===== config.mk =====
export PLATFORM = sky130hd
export DESIGN_NAME = huber_loss_mean
export DESIGN_NICKNAME = d
export VERILOG_FILES = /design/src/design/hlm_pkg.sv /design/src/design/hlm_front.sv /design/src/design/hlm_fifo.sv /design/src/design/hlm_back.sv /design/src/design/huber_loss_mean.sv
export SDC_FILE = /design/constraint.sdc
export NUM_CORES = 2
export LEC_CHECK = 0
export CELL_PAD_IN_SITES_DETAIL_PLACEMENT = 0
export CELL_PAD_IN_SITES_GLOBAL_PLACEMENT = 1
export CORE_MARGIN = 1
export CORE_UTILIZATION = 55
export DETAILED_ROUTE_END_ITERATION = 10
export DONT_BUFFER_PORTS = 1
export PLACE_DENSITY_LB_ADDON = 0.1
export SYNTH_ARGS = -nofsm -noshare
export SYNTH_HDL_FRONTEND = slang
export SYNTH_SLANG_ARGS = --single-unit

===== constraint.sdc =====
create_clock -name clk -period 14 [get_ports clk]
set_clock_uncertainty 0.05 [all_clocks]
set_input_delay 1.4 -clock clk [delete_from_list [all_inputs] [get_ports clk]]
set_output_delay 1.4 -clock clk [all_outputs]
set_load 0.03 [all_outputs]

===== src/design/hlm_pkg.sv =====
// Shared types and constants of the Huber loss block.
package hlm_pkg;

  localparam int DATA_W            = 16;
  localparam int DIFF_W            = 17;
  localparam int DELTA_W           = 15;
  localparam int LOSS_W            = 32;
  localparam int SUM_W             = 49;
  localparam int QUO_W             = 32;
  localparam int ITER_W            = $clog2(QUO_W);
  localparam int FIFO_DEPTH        = 4;
  localparam int MAX_ITEMS_DEFAULT = 65536;

  localparam logic [DELTA_W-1:0] DELTA_RESET = DELTA_W'(256);

  // One classified pair on its way from the front to the back.
  typedef struct packed {
    logic [LOSS_W-1:0]        loss;
    logic signed [DATA_W-1:0] clip;
    logic                     last;
  } hlm_item_t;

  typedef enum logic {
    ST_IDLE,
    ST_DIVIDE
  } hlm_state_t;

endpackage


===== src/design/hlm_front.sv =====
// Front: takes pairs, forms the difference, clip and element loss.
module hlm_front
  import hlm_pkg::*;
(
  input  logic                      clk,
  input  logic                      rst,
  input  logic                      cfg_valid,
  output logic                      cfg_ready,
  input  logic [DELTA_W-1:0]        cfg_data,
  input  logic                      in_valid,
  output logic                      in_ready,
  input  logic signed [DATA_W-1:0]  predicted,
  input  logic signed [DATA_W-1:0]  target,
  input  logic                      last_item,
  output logic                      item_valid,
  input  logic                      item_ready,
  output hlm_item_t                 item
);

  logic [DELTA_W-1:0]        huber_delta;
  logic                      s1_valid;
  logic [DATA_W-1:0]         s1_opa;
  logic [DIFF_W-1:0]         s1_opb;
  logic signed [DATA_W-1:0]  s1_clip;
  logic                      s1_last;

  logic signed [DIFF_W-1:0]  diff;
  logic [DATA_W-1:0]         mag;
  logic [DATA_W-1:0]         dd;
  logic                      small_diff;
  logic [DATA_W-1:0]         opa;
  logic [DIFF_W-1:0]         opb;
  logic signed [DATA_W-1:0]  clip;
  logic [2*DIFF_W-1:0]       product;

  assign cfg_ready = 1'b1;

  always_ff @(posedge clk) begin
    if (rst) begin
      huber_delta <= DELTA_RESET;
    end else if (cfg_valid) begin
      huber_delta <= cfg_data;
    end
  end

  always_comb begin
    diff       = DIFF_W'(predicted) - DIFF_W'(target);
    mag        = diff[DIFF_W-1] ? DATA_W'(-diff) : diff[DATA_W-1:0];
    dd         = {1'b0, huber_delta};
    small_diff = (mag <= dd);
    // Outside the quadratic zone the loss is delta * (2|v| - delta).
    opa        = small_diff ? mag : dd;
    opb        = small_diff ? {1'b0, mag} : ({mag, 1'b0} - {1'b0, dd});
    if (small_diff) begin
      clip = diff[DATA_W-1:0];
    end else if (diff[DIFF_W-1]) begin
      clip = -$signed(dd);
    end else begin
      clip = $signed(dd);
    end
  end

  assign in_ready = !s1_valid || item_ready;

  always_ff @(posedge clk) begin
    if (rst) begin
      s1_valid <= 1'b0;
    end else if (in_ready) begin
      s1_valid <= in_valid;
    end
  end

  always_ff @(posedge clk) begin
    if (in_valid && in_ready) begin
      s1_opa  <= opa;
      s1_opb  <= opb;
      s1_clip <= clip;
      s1_last <= last_item;
    end
  end

  assign product    = {{(DIFF_W-DATA_W){1'b0}}, s1_opa} * s1_opb;
  assign item_valid = s1_valid;
  assign item.loss  = product[LOSS_W-1:0];
  assign item.clip  = s1_clip;
  assign item.last  = s1_last;

endmodule


===== src/design/hlm_fifo.sv =====
// Short queue of classified pairs between front and back.
module hlm_fifo
  import hlm_pkg::*;
(
  input  logic      clk,
  input  logic      rst,
  input  logic      wr_valid,
  output logic      wr_ready,
  input  hlm_item_t wr_item,
  output logic      rd_valid,
  input  logic      rd_ready,
  output hlm_item_t rd_item
);

  localparam int PTR_W = $clog2(FIFO_DEPTH);
  localparam int CNT_W = $clog2(FIFO_DEPTH + 1);

  hlm_item_t        slots [FIFO_DEPTH];
  logic [PTR_W-1:0] wr_ptr;
  logic [PTR_W-1:0] rd_ptr;
  logic [CNT_W-1:0] fill;
  logic             push;
  logic             pop;

  assign wr_ready = (fill != CNT_W'(FIFO_DEPTH));
  assign rd_valid = (fill != '0);
  assign push     = wr_valid && wr_ready;
  assign pop      = rd_valid && rd_ready;
  assign rd_item  = slots[rd_ptr];

  always_ff @(posedge clk) begin
    if (rst) begin
      wr_ptr <= '0;
      rd_ptr <= '0;
      fill   <= '0;
    end else begin
      if (push) begin
        wr_ptr <= (wr_ptr == PTR_W'(FIFO_DEPTH - 1)) ? '0 : wr_ptr + 1'b1;
      end
      if (pop) begin
        rd_ptr <= (rd_ptr == PTR_W'(FIFO_DEPTH - 1)) ? '0 : rd_ptr + 1'b1;
      end
      if (push && !pop) begin
        fill <= fill + 1'b1;
      end else if (pop && !push) begin
        fill <= fill - 1'b1;
      end
    end
  end

  always_ff @(posedge clk) begin
    if (push) begin
      slots[wr_ptr] <= wr_item;
    end
  end

endmodule


===== src/design/hlm_back.sv =====
// Back: run accumulation, mean divider and output register.
module hlm_back
  import hlm_pkg::*;
#(
  parameter int MAX_ITEMS = MAX_ITEMS_DEFAULT
) (
  input  logic                      clk,
  input  logic                      rst,
  input  logic                      in_valid,
  output logic                      in_ready,
  input  hlm_item_t                 in_item,
  output logic                      out_valid,
  input  logic                      out_ready,
  output logic [LOSS_W-1:0]         element_loss,
  output logic signed [DATA_W-1:0]  clipped_diff,
  output logic [QUO_W-1:0]          mean_loss,
  output logic                      run_end,
  output logic                      run_too_long
);

  localparam int CNT_W = $clog2(MAX_ITEMS + 1);
  localparam logic [CNT_W-1:0]  MaxCnt   = CNT_W'(MAX_ITEMS);
  localparam logic [ITER_W-1:0] IterLast = ITER_W'(QUO_W - 1);

  hlm_state_t state, state_next;

  logic [SUM_W-1:0]  loss_sum;
  logic [CNT_W-1:0]  pair_count;
  logic              overflow_seen;

  logic [ITER_W-1:0] iter;
  logic [CNT_W-1:0]  rem;
  logic [QUO_W-1:0]  quo;
  logic [CNT_W-1:0]  divisor;
  logic [LOSS_W-1:0] pend_loss;
  logic [DATA_W-1:0] pend_clip;
  logic              pend_ovf;

  logic              slot_free;
  logic              pop;
  logic              div_done;
  logic              room;
  logic [SUM_W:0]    sum_add;
  logic [SUM_W-1:0]  sum_next;
  logic [CNT_W-1:0]  count_next;
  logic              ovf_next;
  logic [CNT_W:0]    trial;
  logic              ge;

  // Next state.
  always_comb begin
    state_next = state;
    unique case (state)
      ST_IDLE: begin
        if (pop && in_item.last) begin
          state_next = ST_DIVIDE;
        end
      end
      ST_DIVIDE: begin
        if (div_done) begin
          state_next = ST_IDLE;
        end
      end
      default: state_next = ST_IDLE;
    endcase
  end

  // Control outputs.
  always_comb begin
    slot_free = !out_valid || out_ready;
    pop       = 1'b0;
    div_done  = 1'b0;
    unique case (state)
      ST_IDLE:   pop = in_valid && slot_free;
      ST_DIVIDE: div_done = (iter == IterLast);
      default: begin
        pop      = 1'b0;
        div_done = 1'b0;
      end
    endcase
  end

  assign in_ready = pop;

  always_comb begin
    room       = (pair_count < MaxCnt);
    sum_add    = {1'b0, loss_sum} + (SUM_W+1)'(in_item.loss);
    sum_next   = loss_sum;
    count_next = pair_count;
    if (room) begin
      sum_next   = sum_add[SUM_W] ? '1 : sum_add[SUM_W-1:0];
      count_next = pair_count + 1'b1;
    end
    ovf_next = overflow_seen || !room;
  end

  // One quotient bit per cycle, restoring.
  always_comb begin
    trial = {rem, quo[QUO_W-1]};
    ge    = (trial >= {1'b0, divisor});
  end

  always_ff @(posedge clk) begin
    if (rst) begin
      state         <= ST_IDLE;
      loss_sum      <= '0;
      pair_count    <= '0;
      overflow_seen <= 1'b0;
      iter          <= '0;
    end else begin
      state <= state_next;
      if (pop) begin
        if (in_item.last) begin
          loss_sum      <= '0;
          pair_count    <= '0;
          overflow_seen <= 1'b0;
        end else begin
          loss_sum      <= sum_next;
          pair_count    <= count_next;
          overflow_seen <= ovf_next;
        end
      end
      if (state == ST_DIVIDE) begin
        iter <= iter + 1'b1;
      end else begin
        iter <= '0;
      end
    end
  end

  // The quotient stays below 2^32, so the high sum bits are below the count.
  always_ff @(posedge clk) begin
    if (pop && in_item.last) begin
      rem       <= CNT_W'(sum_next[SUM_W-1:QUO_W]);
      quo       <= sum_next[QUO_W-1:0];
      divisor   <= count_next;
      pend_loss <= in_item.loss;
      pend_clip <= in_item.clip;
      pend_ovf  <= ovf_next;
    end else if (state == ST_DIVIDE) begin
      rem <= ge ? CNT_W'(trial - {1'b0, divisor}) : trial[CNT_W-1:0];
      quo <= {quo[QUO_W-2:0], ge};
    end
  end

  always_ff @(posedge clk) begin
    if (rst) begin
      out_valid <= 1'b0;
    end else if ((pop && !in_item.last) || div_done) begin
      out_valid <= 1'b1;
    end else if (out_ready) begin
      out_valid <= 1'b0;
    end
  end

  always_ff @(posedge clk) begin
    if (pop && !in_item.last) begin
      element_loss <= in_item.loss;
      clipped_diff <= in_item.clip;
      mean_loss    <= '0;
      run_end      <= 1'b0;
      run_too_long <= ovf_next;
    end else if (div_done) begin
      element_loss <= pend_loss;
      clipped_diff <= pend_clip;
      mean_loss    <= {quo[QUO_W-2:0], ge};
      run_end      <= 1'b1;
      run_too_long <= pend_ovf;
    end
  end

endmodule


===== src/design/huber_loss_mean.sv =====
// Top level of the streaming Huber loss with per-run mean.
//
//  channel  | direction | payload
//  ---------+-----------+------------------------------------------------
//  s_axis   | in        | tdata predicted, target; tlast last_item
//  m_axis   | out       | tdata element_loss, clipped_diff, mean_loss;
//           |           | tlast run_end; tuser run_too_long
//  cfg      | in        | data huber_delta, always ready
//
// A pair not closing a run passes the front stage, a queue slot and the
// output register in turn; one pair per cycle is sustained while m_axis is
// ready and no run is closing. A closing pair holds the back while the mean
// divider makes one quotient bit per cycle over 32 bits. The front keeps
// taking pairs until the 4-entry queue and its own stage are full.
// Reset clears the run sums, the queue and sets delta to 256 (1.0 with 8 fraction bits).
// A stalled m_axis holds the output register; the back then stops popping.
module huber_loss_mean
  import hlm_pkg::*;
#(
  parameter int MAX_ITEMS = MAX_ITEMS_DEFAULT
) (
  input  logic               clk,
  input  logic               rst,
  input  logic               cfg_valid,
  output logic               cfg_ready,
  input  logic [DELTA_W-1:0] cfg_data,
  input  logic               s_axis_tvalid,
  output logic               s_axis_tready,
  input  logic [31:0]        s_axis_tdata,   // predicted[15:0], target[31:16]
  input  logic               s_axis_tlast,
  output logic               m_axis_tvalid,
  input  logic               m_axis_tready,
  // element_loss[31:0], clipped_diff[47:32], mean_loss[79:48]
  output logic [79:0]        m_axis_tdata,
  output logic               m_axis_tlast,
  output logic               m_axis_tuser    // run_too_long
);

  logic      f_valid;
  logic      f_ready;
  hlm_item_t f_item;
  logic      q_valid;
  logic      q_ready;
  hlm_item_t q_item;

  logic [LOSS_W-1:0]        element_loss;
  logic signed [DATA_W-1:0] clipped_diff;
  logic [QUO_W-1:0]         mean_loss;

  hlm_front u_front (
    .clk        (clk),
    .rst        (rst),
    .cfg_valid  (cfg_valid),
    .cfg_ready  (cfg_ready),
    .cfg_data   (cfg_data),
    .in_valid   (s_axis_tvalid),
    .in_ready   (s_axis_tready),
    .predicted  (s_axis_tdata[15:0]),
    .target     (s_axis_tdata[31:16]),
    .last_item  (s_axis_tlast),
    .item_valid (f_valid),
    .item_ready (f_ready),
    .item       (f_item)
  );

  hlm_fifo u_fifo (
    .clk      (clk),
    .rst      (rst),
    .wr_valid (f_valid),
    .wr_ready (f_ready),
    .wr_item  (f_item),
    .rd_valid (q_valid),
    .rd_ready (q_ready),
    .rd_item  (q_item)
  );

  hlm_back #(
    .MAX_ITEMS (MAX_ITEMS)
  ) u_back (
    .clk          (clk),
    .rst          (rst),
    .in_valid     (q_valid),
    .in_ready     (q_ready),
    .in_item      (q_item),
    .out_valid    (m_axis_tvalid),
    .out_ready    (m_axis_tready),
    .element_loss (element_loss),
    .clipped_diff (clipped_diff),
    .mean_loss    (mean_loss),
    .run_end      (m_axis_tlast),
    .run_too_long (m_axis_tuser)
  );

  assign m_axis_tdata = {mean_loss, clipped_diff, element_loss};

endmodule

==> impl_metrics.env <==
export IMPL_clk_path_buf_depth=3
export IMPL_critPathTopFamily="adder cells"
export IMPL_die_y_microns=253.4
export IMPL_cp_common_cell="fa_1"
export IMPL_area_growth_pct=7.526
export IMPL_fin_nets=3694
export IMPL_grt_pass1_wl_mm=131.5
export IMPL_synth_distinct_cells=87
export IMPL_finalCritPeriodShare_pct=52.33
export IMPL_track_usage_pct=26.24
export IMPL_syn_num_nets=3741
export IMPL_layout_min_cycle_time_ns=7.326
export IMPL_avgSynthCellArea_sq_um=10.63
export IMPL_dr_pass1_iters=5
export IMPL_met3WireLength_mm=4.096
export IMPL_cts_tree="built"
export IMPL_io_buffers=0
export IMPL_hold_violations=0
export IMPL_grt_pass1_vias=24000
export IMPL_critPathRequiredTime_ns=14.34
export IMPL_synthTopCellsByArea="edfxtp_1, fa_1, dfxtp_1"
export IMPL_insertion_delay_ns=0.61
export IMPL_layout_cells_non_filler=4108
export IMPL_cp_cell_sequence="and2_1, fa_1, inv_1, fa_1, fa_1, inv_1, fa_1, fa_1, inv_1, fa_1, inv_1, ha_1, a211o_1, a211oi_1, or3b_2, and4_1, o21a_1, o21bai_1, nand3_1, a41o_1, a21oi_1, xnor2_1"
export IMPL_place_hpwl_mm=60.64
export IMPL_synth_top_cell_area_share_pct=34.73
export IMPL_fmax_mhz=136.5
export IMPL_htreeDepth=2
export IMPL_routed_top_layer="met4"
export IMPL_setup_violations=0
export IMPL_wirelength_mm=83.61
export IMPL_worstSetupEndpointType="register"
export IMPL_dieWidth_microns=253.4
export IMPL_ys_seq_area_share_pct=42.33
export IMPL_post_cts_buffers=0
export IMPL_whs_ns=0.4068
export IMPL_dp_cells=4002
export IMPL_tns_ns=0
export IMPL_layout_common_cells="nand2_1, edfxtp_1, inv_1"
export IMPL_postSynthCellCount=3270
export IMPL_maxCapViolations=0
export IMPL_numCtsBuffers=56
export IMPL_fillers=5215
export IMPL_initial_core_util_pct=56.02
export IMPL_grt_max_degree=92
export IMPL_core_area_sq_um=62050
export IMPL_io_pins=138
export IMPL_syn_area_sq_um=34760
export IMPL_clock_root_buffer="clkbuf_16"
export IMPL_synth_largest_area_cell="edfxtp_1"
export IMPL_ys_ff_latch=534
export IMPL_clock_sinks=534
export IMPL_rsz0062_at_grt="no"
export IMPL_cts_clk_slew_worst_paths_ns=0.06
export IMPL_crit_type="reg -> reg"
export IMPL_synthFlopType="edfxtp_1"
export IMPL_critPathLaunchType="register"
export IMPL_via_per_inst=5.784
export IMPL_wl_per_cell_microns=20.35
export IMPL_ys_warn_count=0
export IMPL_cts_resized=0
export IMPL_synth_edf_count=402
export IMPL_drc_errors=0
export IMPL_wl_met2_mm=40.52
export IMPL_antenna_found_initial=0
export IMPL_ys_async_sr_fraction_pct=0
export IMPL_num_vias=23760
export IMPL_wl_met1_mm=37.33
export IMPL_finalMaxSlewViolations=0
export IMPL_grt_overflow=0
export IMPL_final_common_cell="nand2_1"
export IMPL_drive_gt1_share_pct=7.154
export IMPL_critPathArrivalTime_ns=7.67
export IMPL_crit_slowest_cell="edfxtp_1"
export IMPL_finalWeightedCongestion=0.9288
export IMPL_path_max_fanout=16
export IMPL_min_delay_path_class="reg -> reg"
export IMPL_status="finished, final reports clean"
export IMPL_diodes=0
export IMPL_worst_pin_slew_ns=1.226
export IMPL_multi_input_area_sq_um=18270
export IMPL_crit_buf_inv=4
export IMPL_holdBufCountCts=0
export IMPL_placementRows=91
export IMPL_dieArea_sq_um=64210
export IMPL_max_stage_delay_ns=0.70
export IMPL_drt_iter0_drc=1727
export IMPL_ant_nets=0
export IMPL_relSlewSlack_pct=18.18
export IMPL_regArea_sq_um=14720
export IMPL_rrSetupSlack_ns=6.67
per-stage QoR:
stage | util, % | setup WS (ns) | instance area, sq um
after floorplan | - | 7.283 | 34760
after global placement | 57.27 | 6.623 | 35540
after detailed placement | 57.27 | 6.442 | 35540
after CTS | 60.23 | 6.631 | 37380
after global routing | 60.23 | 6.252 | 37380
final | 60.23 | 6.674 | 37380
Yosys cell counts, types with 44 or more instances:
library cell	instances
a21oi_1	156
and2_1	138
clkbuf_1	109
dfxtp_1	132
edfxtp_1	402
fa_1	212
ha_1	206
inv_1	335
mux4_2	48
nand2_1	495
nor2_1	167
nor3_1	45
o21ai_0	144
xnor2_1	103
xor2_1	44
cell type report:
| cell class | instances | share of cell area [%] |
|---|---|---|
| clock inverters | 33 | 0.7231 |
| clock buffers | 73 | 4.194 |
| inverters | 339 | 3.408 |
| flip-flops and latches | 534 | 39.38 |
| multi-input cells | 2262 | 48.89 |
| repair buffers | 30 | 0.6026 |
| well taps | 837 | 2.802 |
state kept, by name (all words and copies together) (netlist names), 5 cells and up, named ones only:
signal / flops
u_back.clipped_diff: 16
u_back.divisor: 17
u_back.element_loss: 31
u_back.iter: 5
u_back.loss_sum: 49
u_back.mean_loss: 32
u_back.pair_count: 17
u_back.pend_clip: 16
u_back.pend_loss: 31
u_back.quo: 32
u_back.rem: 17
u_fifo.slots: 192
u_front.huber_delta: 15
u_front.s1_clip: 16
u_front.s1_opa: 15
u_front.s1_opb: 16
worst register-to-register path: stages, from the launching register on:
cell and delay, ns:
edfxtp_1 0.70, and2_1 0.30, fa_1 0.50, inv_1 0.06
fa_1 0.49, fa_1 0.51, inv_1 0.05, fa_1 0.46
fa_1 0.56, inv_1 0.07, fa_1 0.58, inv_1 0.05
ha_1 0.37, a211o_1 0.31, a211oi_1 0.20, or3b_2 0.50
and4_1 0.24, o21a_1 0.21, o21bai_1 0.19, nand3_1 0.12
a41o_1 0.24, a21oi_1 0.17, xnor2_1 0.20
logic make-up after synthesis:
group | share of synthesized area [%]
simple gates | 12.99
compound gates | 11.01
flops | 42.33
buf+inv | 5.252
fa+ha+maj | 19.62
xor+xnor | 3.704
mux | 5.068
other cells | 0.02160
routing by layer:
metal  global-route usage, %  vias to the layer above
li1                        -                    11230
met1                   35.73                    11850
met2                   44.46                      582
met3                   3.433                      104
met4                   6.320                        0
met5                       0                        -
final timing paths:
| check | to | from | cells past startpoint |
|---|---|---|---|
| worst max register to register | u_fifo.slots[2][47] | u_front.s1_opb[8] | 22 |
| worst max-delay path | u_fifo.slots[2][47] | u_front.s1_opb[8] | 22 |
| worst min register to register | u_back.iter[0] | u_back.iter[0] | 1 |
| worst min-delay path | u_back.iter[0] | u_back.iter[0] | 1 |
Power is not shown: default switching activity piles up to over one toggle a cycle in this logic, so the estimate is an artifact.
